File: src/hw/rtl/dats_pkg.sv
// ----------------------------------------------------------------------------
// dats_pkg
// Shared types and constants for the disk access time statistics unit.
// ----------------------------------------------------------------------------
package dats_pkg;

  // Disk geometry.
  localparam int TRACKS  = 1024;
  localparam int SECTORS = 30;

  // Field widths.
  localparam int TRACK_W  = 10;
  localparam int SECTOR_W = 5;
  localparam int TIME_W   = 32;
  localparam int SVC_W    = 24;
  localparam int SUM_W    = 48;
  localparam int COST_W   = 8;

  // Widths wide enough to hold the geometry counts themselves.
  localparam int TRK_CMP_W = 17;
  localparam int SEC_CMP_W = 11;

  localparam int IN_DATA_W  = 48;
  localparam int OUT_DATA_W = 392;

  localparam int CFG_ADDR_W = 4;
  localparam int CFG_DATA_W = 32;

  // Register indexes (byte address divided by four).
  typedef enum logic [1:0] {
    REG_SEEK_COST     = 2'd0,
    REG_SECTOR_COST   = 2'd1,
    REG_TRANSFER_COST = 2'd2,
    REG_NONE          = 2'd3
  } dats_reg_t;

  localparam logic [COST_W-1:0] SEEK_COST_RST     = 8'd30;
  localparam logic [COST_W-1:0] SECTOR_COST_RST   = 8'd1;
  localparam logic [COST_W-1:0] TRANSFER_COST_RST = 8'd1;

  // Per-request timing figures.
  typedef struct packed {
    logic [SVC_W-1:0]  service;
    logic [TIME_W-1:0] wait_time;
    logic [TIME_W-1:0] completion;
    logic [TIME_W-1:0] in_system;
  } dats_timing_t;

  // Running statistics.
  typedef struct packed {
    logic [SUM_W-1:0]  sum_wait;
    logic [SUM_W-1:0]  sum_service;
    logic [TIME_W-1:0] max_in_system;
    logic [TIME_W-1:0] min_in_system;
    logic [TIME_W-1:0] max_wait;
    logic [TIME_W-1:0] min_wait;
    logic [SVC_W-1:0]  max_service;
    logic [SVC_W-1:0]  min_service;
  } dats_stats_t;

endpackage

File: src/hw/rtl/disk_access_time_stats_unit.sv
// ----------------------------------------------------------------------------
// disk_access_time_stats_unit
// Disk request timing: service, wait, completion and time in system per
// request, with running sums and extremes.
// ----------------------------------------------------------------------------
//  Channel   Direction  Word
//  in_       slave      track, sector, arrival_time
//  out_      master     timing figures and running statistics
//  cfg_      APB slave  seek_cost, sector_cost, transfer_cost
//
// One word is accepted per cycle while the result side is not stalled; its result
// is offered after the input register, timing register and result register.
// The head position and previous completion loop back through the timing
// stage, the statistics through the result stage.
// Reset clears all valid flags and statistics and loads the default costs.
// Each stage has its own enable, so bubbles close up behind a stalled result.
// ----------------------------------------------------------------------------
module disk_access_time_stats_unit (
  input  logic                               clk,
  input  logic                               rst_n,
  input  logic                               in_tvalid,
  output logic                               in_tready,
  // track [9:0], sector [14:10], arrival_time [46:15], zero [47]
  input  logic [dats_pkg::IN_DATA_W-1:0]     in_tdata,
  output logic                               out_tvalid,
  input  logic                               out_tready,
  // service_time, wait_time, completion_time, time_in_system, sum_wait,
  // sum_service, max_in_system, min_in_system, max_wait, min_wait,
  // max_service, min_service
  output logic [dats_pkg::OUT_DATA_W-1:0]    out_tdata,
  input  logic                               cfg_psel,
  input  logic                               cfg_penable,
  input  logic                               cfg_pwrite,
  input  logic [dats_pkg::CFG_ADDR_W-1:0]    cfg_paddr,
  input  logic [dats_pkg::CFG_DATA_W-1:0]    cfg_pwdata,
  output logic [dats_pkg::CFG_DATA_W-1:0]    cfg_prdata,
  output logic                               cfg_pready
);
  import dats_pkg::*;

  localparam logic [TRK_CMP_W-1:0] TRACKS_LIM  = TRK_CMP_W'(TRACKS);
  localparam logic [SEC_CMP_W-1:0] SECTORS_LIM = SEC_CMP_W'(SECTORS);
  localparam logic [TRACK_W-1:0]   TRACK_TOP   = TRACK_W'(TRACKS - 1);
  localparam logic [SECTOR_W-1:0]  SECTOR_TOP  = SECTOR_W'(SECTORS - 1);
  localparam logic [SEC_CMP_W-1:0] SECTORS_ADD = SEC_CMP_W'(SECTORS);

  // Configuration registers.
  logic [COST_W-1:0] seek_cost_r;
  logic [COST_W-1:0] sector_cost_r;
  logic [COST_W-1:0] transfer_cost_r;
  dats_reg_t         cfg_idx;
  logic              cfg_wr;

  assign cfg_idx    = dats_reg_t'(cfg_paddr[3:2]);
  assign cfg_wr     = cfg_psel && cfg_penable && cfg_pwrite;
  assign cfg_pready = 1'b1;

  always_ff @(posedge clk) begin
    if (!rst_n) begin
      seek_cost_r     <= SEEK_COST_RST;
      sector_cost_r   <= SECTOR_COST_RST;
      transfer_cost_r <= TRANSFER_COST_RST;
    end else if (cfg_wr) begin
      case (cfg_idx)
        REG_SEEK_COST:     seek_cost_r     <= cfg_pwdata[COST_W-1:0];
        REG_SECTOR_COST:   sector_cost_r   <= cfg_pwdata[COST_W-1:0];
        REG_TRANSFER_COST: transfer_cost_r <= cfg_pwdata[COST_W-1:0];
        default: ;
      endcase
    end
  end

  always_comb begin
    case (cfg_idx)
      REG_SEEK_COST:     cfg_prdata = {{(CFG_DATA_W-COST_W){1'b0}}, seek_cost_r};
      REG_SECTOR_COST:   cfg_prdata = {{(CFG_DATA_W-COST_W){1'b0}}, sector_cost_r};
      REG_TRANSFER_COST: cfg_prdata = {{(CFG_DATA_W-COST_W){1'b0}}, transfer_cost_r};
      default:           cfg_prdata = '0;
    endcase
  end

  // Stage enables: each stage loads when empty or when its successor loads.
  logic out_v_r, s1_v_r, s0_v_r;
  logic out_en, s1_en, s0_en;

  assign out_en    = !out_v_r || out_tready;
  assign s1_en     = !s1_v_r || out_en;
  assign s0_en     = !s0_v_r || s1_en;
  assign in_tready = s0_en;

  // Input register.
  logic [TRACK_W-1:0]  s0_trk_r;
  logic [SECTOR_W-1:0] s0_sec_r;
  logic [TIME_W-1:0]   s0_arr_r;

  always_ff @(posedge clk) begin
    if (!rst_n) begin
      s0_v_r <= 1'b0;
    end else if (s0_en) begin
      s0_v_r <= in_tvalid;
    end
  end

  always_ff @(posedge clk) begin
    if (s0_en && in_tvalid) begin
      s0_trk_r <= in_tdata[9:0];
      s0_sec_r <= in_tdata[14:10];
      s0_arr_r <= in_tdata[46:15];
    end
  end

  // Head and time state.
  logic [TRACK_W-1:0]  head_track_r;
  logic [SECTOR_W-1:0] head_sector_r;
  logic [TIME_W-1:0]   last_comp_r;
  logic                seen_first_r;

  logic [TRACK_W-1:0]    trk;
  logic [SECTOR_W-1:0]   sec;
  logic [TRACK_W-1:0]    tdist;
  logic [SEC_CMP_W-1:0]  rdist;
  logic [SEC_CMP_W-1:0]  sec_w;
  logic [SEC_CMP_W-1:0]  head_w;
  logic [COST_W+TRACK_W-1:0]   seek_part;
  logic [COST_W+SEC_CMP_W-1:0] rot_part;
  logic [SVC_W:0]        svc_sum;
  logic [SVC_W-1:0]      service;
  logic [SECTOR_W-1:0]   next_sector;
  logic [TIME_W-1:0]     start;
  logic [TIME_W:0]       comp_sum;
  logic [TIME_W:0]       insys_sum;
  dats_timing_t          timing_nxt;

  always_comb begin
    trk = ({{(TRK_CMP_W-TRACK_W){1'b0}}, s0_trk_r} >= TRACKS_LIM) ? TRACK_TOP : s0_trk_r;
    sec = ({{(SEC_CMP_W-SECTOR_W){1'b0}}, s0_sec_r} >= SECTORS_LIM) ? SECTOR_TOP : s0_sec_r;

    tdist  = (trk > head_track_r) ? trk - head_track_r : head_track_r - trk;
    sec_w  = {{(SEC_CMP_W-SECTOR_W){1'b0}}, sec};
    head_w = {{(SEC_CMP_W-SECTOR_W){1'b0}}, head_sector_r};
    // Rotation is always forward, wrapping past the last sector.
    rdist  = (sec >= head_sector_r) ? sec_w - head_w : sec_w + SECTORS_ADD - head_w;

    seek_part = {{TRACK_W{1'b0}}, seek_cost_r} * {{COST_W{1'b0}}, tdist};
    rot_part  = {{SEC_CMP_W{1'b0}}, sector_cost_r} * {{COST_W{1'b0}}, rdist};
    svc_sum   = (SVC_W+1)'(seek_part) + (SVC_W+1)'(rot_part)
              + (SVC_W+1)'(transfer_cost_r);
    service   = svc_sum[SVC_W] ? {SVC_W{1'b1}} : svc_sum[SVC_W-1:0];

    next_sector = (sec == SECTOR_TOP) ? '0 : sec + SECTOR_W'(1);

    if (!seen_first_r) begin
      start = s0_arr_r;
    end else begin
      start = (last_comp_r > s0_arr_r) ? last_comp_r : s0_arr_r;
    end

    timing_nxt.service   = service;
    timing_nxt.wait_time = start - s0_arr_r;
    comp_sum  = {1'b0, start} + {{(TIME_W+1-SVC_W){1'b0}}, service};
    insys_sum = {1'b0, timing_nxt.wait_time} + {{(TIME_W+1-SVC_W){1'b0}}, service};
    timing_nxt.completion = comp_sum[TIME_W] ? {TIME_W{1'b1}} : comp_sum[TIME_W-1:0];
    timing_nxt.in_system  = insys_sum[TIME_W] ? {TIME_W{1'b1}} : insys_sum[TIME_W-1:0];
  end

  always_ff @(posedge clk) begin
    if (!rst_n) begin
      head_track_r  <= '0;
      head_sector_r <= '0;
      last_comp_r   <= '0;
      seen_first_r  <= 1'b0;
    end else if (s1_en && s0_v_r) begin
      head_track_r  <= trk;
      head_sector_r <= next_sector;
      last_comp_r   <= timing_nxt.completion;
      seen_first_r  <= 1'b1;
    end
  end

  // Timing register.
  dats_timing_t s1_timing_r;

  always_ff @(posedge clk) begin
    if (!rst_n) begin
      s1_v_r <= 1'b0;
    end else if (s1_en) begin
      s1_v_r <= s0_v_r;
    end
  end

  always_ff @(posedge clk) begin
    if (s1_en && s0_v_r) begin
      s1_timing_r <= timing_nxt;
    end
  end

  // Result register; the statistics registers double as its second half.
  dats_timing_t out_timing_r;
  dats_stats_t  stats;
  logic         stats_upd;

  assign stats_upd = out_en && s1_v_r;

  dats_stats u_stats (
    .clk    (clk),
    .rst_n  (rst_n),
    .upd    (stats_upd),
    .timing (s1_timing_r),
    .stats  (stats)
  );

  always_ff @(posedge clk) begin
    if (!rst_n) begin
      out_v_r <= 1'b0;
    end else if (out_en) begin
      out_v_r <= s1_v_r;
    end
  end

  always_ff @(posedge clk) begin
    if (stats_upd) begin
      out_timing_r <= s1_timing_r;
    end
  end

  assign out_tvalid = out_v_r;
  assign out_tdata  = {stats.min_service, stats.max_service,
                       stats.min_wait, stats.max_wait,
                       stats.min_in_system, stats.max_in_system,
                       stats.sum_service, stats.sum_wait,
                       out_timing_r.in_system, out_timing_r.completion,
                       out_timing_r.wait_time, out_timing_r.service};

endmodule

File: src/hw/rtl/dats_stats.sv
// ----------------------------------------------------------------------------
// dats_stats
// Running saturating sums and extremes of wait, service and time in system.
// ----------------------------------------------------------------------------
module dats_stats (
  input  logic                 clk,
  input  logic                 rst_n,
  input  logic                 upd,
  input  dats_pkg::dats_timing_t timing,
  output dats_pkg::dats_stats_t  stats
);
  import dats_pkg::*;

  dats_stats_t stats_r;
  dats_stats_t stats_nxt;

  logic [SUM_W:0] wsum;
  logic [SUM_W:0] ssum;

  always_comb begin
    wsum = {1'b0, stats_r.sum_wait} + {{(SUM_W+1-TIME_W){1'b0}}, timing.wait_time};
    ssum = {1'b0, stats_r.sum_service} + {{(SUM_W+1-SVC_W){1'b0}}, timing.service};

    stats_nxt = stats_r;
    stats_nxt.sum_wait    = wsum[SUM_W] ? {SUM_W{1'b1}} : wsum[SUM_W-1:0];
    stats_nxt.sum_service = ssum[SUM_W] ? {SUM_W{1'b1}} : ssum[SUM_W-1:0];
    if (timing.in_system > stats_r.max_in_system) begin
      stats_nxt.max_in_system = timing.in_system;
    end
    if (timing.in_system < stats_r.min_in_system) begin
      stats_nxt.min_in_system = timing.in_system;
    end
    if (timing.wait_time > stats_r.max_wait) begin
      stats_nxt.max_wait = timing.wait_time;
    end
    if (timing.wait_time < stats_r.min_wait) begin
      stats_nxt.min_wait = timing.wait_time;
    end
    if (timing.service > stats_r.max_service) begin
      stats_nxt.max_service = timing.service;
    end
    if (timing.service < stats_r.min_service) begin
      stats_nxt.min_service = timing.service;
    end
  end

  // The minima start at all ones so that the first request seeds them.
  always_ff @(posedge clk) begin
    if (!rst_n) begin
      stats_r.sum_wait      <= '0;
      stats_r.sum_service   <= '0;
      stats_r.max_in_system <= '0;
      stats_r.min_in_system <= '1;
      stats_r.max_wait      <= '0;
      stats_r.min_wait      <= '1;
      stats_r.max_service   <= '0;
      stats_r.min_service   <= '1;
    end else if (upd) begin
      stats_r <= stats_nxt;
    end
  end

  assign stats = stats_r;

endmodule

File: config.mk
export PLATFORM = sky130hd
export DESIGN_NAME = disk_access_time_stats_unit
export DESIGN_NICKNAME = d
export VERILOG_FILES = /design/src/hw/rtl/dats_pkg.sv /design/src/hw/rtl/disk_access_time_stats_unit.sv /design/src/hw/rtl/dats_stats.sv
export SDC_FILE = /design/constraint.sdc
export NUM_CORES = 2
export LEC_CHECK = 0
export ABC_AREA = 1
export BUFFER_PORTS_ARGS = -buffer_cell sky130_fd_sc_hd__buf_2
export CAP_MARGIN = 20
export CORE_MARGIN = 2
export CORE_UTILIZATION = 25
export DETAILED_ROUTE_END_ITERATION = 6
export PLACE_DENSITY = 0.45
export SETUP_SLACK_MARGIN = 0.5
export SYNTH_ARGS = -nofsm -noshare
export SYNTH_HDL_FRONTEND = slang
export SYNTH_SLANG_ARGS = --single-unit
File: constraint.sdc
create_clock -name clk -period 13.07 [get_ports clk]
set_input_delay 1.307 -clock clk [delete_from_list [all_inputs] [get_ports clk]]
set_output_delay 1.307 -clock clk [all_outputs]
set_load 0.01 [all_outputs]
==> impl_metrics.csv <==
group,metric,value,unit
sta,clock.fmax,93.64,MHz
synth,ys_async_sr_fraction,0,
synth,syn_avg_cell_area,8.436,um^2
worst_setup_path,worst_setup_path_end_kind,"flop",
sta,slew_violations,0,
worst_hold_path,hp-class,"reg2reg",
cts,cts_hold_buf,0,
synth,synth_warnings,0,
sta,finalSetupViolCount,0,
cts,cts_buffer_depth,3,
die,die_h,411.2,um
worst_setup_path,worstSetupPathType,"reg2reg",
worst_hold_path,hp-start,"s1_timing_r[61]",
synth,synth_top_family_by_area,"adder cells",
synth,synth_largest_area_cell,"edfxtp_1",
final_layout,drive_above_1_share,0.1364,
worst_setup_path,cp_common_cell,"nand2_1",
synth,synth_compound_area_frac,0.1475,
cts,cts-root-buf,"clkbuf_16",
worst_setup_path,startpoint,"s0_trk_r[0]",
synth,ys_seq_area_frac,0.3686,
sta,slew_headroom,0.2991,
die,dieArea,0.1691,mm^2
synth,synth_xor_area_frac,0.03377,
sta,fin_skew,0.03390,ns
synth,synth-simple-area-share,0.1514,
synth,yosysTopAreaCellShare,0.2035,
final_layout,nFillCells,17720,
final_layout,postLayoutCellArea,0.04896,mm^2
cts,cts_sinks,623,
cts,cts_max_level,3,
die,io_pins,518,
run_status,outcome,"complete, no violations",
die,fp.dieW,411.2,um
cts,cts_resized,0,
synth,synth_edf_count,281,
die,initial_core_util,0.2516,
drt,viasPerCell,4.526,
worst_setup_path,crit_slowest_cell,"xor2_1",
synth,synthAdderAreaFrac,0.2016,
synth,syn_area,0.04146,mm^2
synth,synthMuxAreaShare,0.0004828,
final_layout,fin_nets,6032,
drt,drc,0,
worst_setup_path,cp_data_arrival_time,11.10,ns
global_route,grt_usage,0.1706,
final_layout,area_growth,18.08,%
worst_setup_path,rr_startpoint,"s0_trk_r[0]",
drt,wl,147200,um
global_route,grt_pass1_vias,33780,
run,drv_cap,0,
sta,tightest_slew,1.051,ns
drt,firstDrtPassIters,6,
drt,wl_per_cell,19.31,um
sta,min_period,10.68,ns
drt,vias,34490,
die,core,0.1648,mm^2
synth,synth.most_common_cell,"inv_1",
synth,synthFlopType,"dfxtp_1",
sta,fin_setup_tns,0,ns
global_route,grt_pass1_wl,217000,um
placement,dpl_cell_area,0.04608,mm^2
global_route,globalRouteOverflowTotal,0,
synth,synth_cell_types,71,
synth,ys_seq_elements,623,
cts,cts_made_buffers,80,
worst_setup_path,critPathLaunchType,"flop",
synth,ys_top_cells_by_count,"inv_1, nand2_1, a21oi_1",
worst_setup_path,critPathMaxFanout,31,
cts,clk_latency,0.69,ns
placement,dp.final_hpwl,116500,um
placement,routabilityCongestion,0.9036,
cts,cts_tree,"built",
cts,postCtsSetupRepairBufs,0,
sta,period_share,0.8171,
cts,clk_pin_slew_worst_paths,0.06,ns
synth,synthTopCellsByArea,"edfxtp_1, dfxtp_1, ha_1",
die,num_rows,149,
sta,hold_viol,0,
drt,ant_nets,0,
sta,rsz0062_at_grt,"no",
synth,synth_cells,4915,
placement,portBuffers,459,
global_route,grt_max_degree,88,
drt,drt-initial-drc-count,2278,
worst_setup_path,cpPeakStageDelay,0.68,ns
global_route,antenna_found_initial,10,
worst_setup_path,worstPathRequired,13.49,ns
through the flow:
step | utilization | hold slack, ns | setup WS [ns] | std cells
final | 0.2971 | 0.4212 | 2.391 | 7620
after detailed placement | 0.2796 | 0.4045 | 2.370 | 7466
after floorplan | - | 0.4003 | 4.171 | 4944
after global placement | 0.2793 | 0.4043 | 2.370 | 7464
after CTS | 0.2969 | 0.4264 | 2.343 | 7615
after global routing | 0.2970 | 0.4299 | 1.703 | 7616
placed cells by master (no fill, tap or decap), types with 10 or more instances in the layout:
master     count
inv_1        839
nand2_1      799
a21oi_1      474
buf_2        458
ha_1         436
dfxtp_1      342
o21ai_0      335
nor2_1       291
edfxtp_1     281
fa_1         145
nand3_1      144
xor2_1        87
o211ai_1      84
clkbuf_16     82
xnor2_1       58
nor3_1        57
nand4_1       50
o21ai_1       42
a31oi_1       40
nand2_2       38
conb_1        31
buf_4         22
o221ai_1      19
nor4_1        18
clkbuf_1      18
nand3_2       15
a221oi_1      13
clkbuf_8      13
a21o_1        12
inv_2         12
clkinv_2      12
a211oi_1      12
o21a_1        10
bufinv_16     10
layer usage:
layer | vias to the layer above | part of all wire | track usage | routed length [um]
li1 | 17230 | - | - | -
met3 | 189 | 0.042 | 0.02219 | 6116
met5 | - | 0.00060 | 0 | 88
met4 | 12 | 0.030 | 0.05640 | 4473
met1 | 16330 | 0.47 | 0.2319 | 69270
met2 | 728 | 0.46 | 0.2783 | 67220
worst max-delay path, delay by kind of cell (launching register included):
kind	cells	cell delay (ns)
adder cells (fa/ha/maj)	10	4.45
AND/OR/NAND/NOR	19	2.26
AO/OA/AOI/OAI	8	1.80
buffers and inverters	9	0.76
XOR/XNOR	1	0.68
flip-flops	1	0.42
worst paths after layout:
kind,to,slack [ns],cells after the start
worst min register to register,out_tdata[85],0.42,0
worst max register to register,s1_timing_r[27],2.39,47
worst min-delay path,out_tdata[85],0.42,0
worst max-delay path,s1_timing_r[27],2.39,47
cell families after synthesis:
logic type,Yosys count
XOR/XNOR,153
flip-flops,623
buffers and inverters,1009
multiplexers,2
other,2
AO/OA/AOI/OAI,1089
adder cells (fa/ha/maj),581
AND/OR/NAND/NOR,1456
registers in the layout, summed over array words and instances (netlist names):
signal           flops
u_stats.stats      267
head_track_r        10
seek_cost_r          8
last_comp_r         32
transfer_cost_r      8
head_sector_r        5
s0_sec_r             5
s1_v_r               1
seen_first_r         1
s1_timing_r        117
s0_v_r               1
s0_arr_r            32
out_tvalid           1
sector_cost_r        8
out_tdata          117
s0_trk_r            10
area by class of cell:
cell class / instances / area, um^2 / area share
Timing Repair Buffer: 484 / 2541 / 0.05190
Inverter: 859 / 3239 / 0.06616
Clock buffer: 112 / 2285 / 0.04666
Multi-Input combinational cell: 3312 / 22300 / 0.4555
Tap cell: 2189 / 2739 / 0.05594
Sequential cell: 623 / 15280 / 0.3122
Clock inverter: 37 / 559.3 / 0.01142
Antenna cell: 4 / 10.01 / 0.0002044
Power is left out: the tool's default activity adds up to more than one toggle a clock period on the data nets, which glitch-free logic cannot reach.
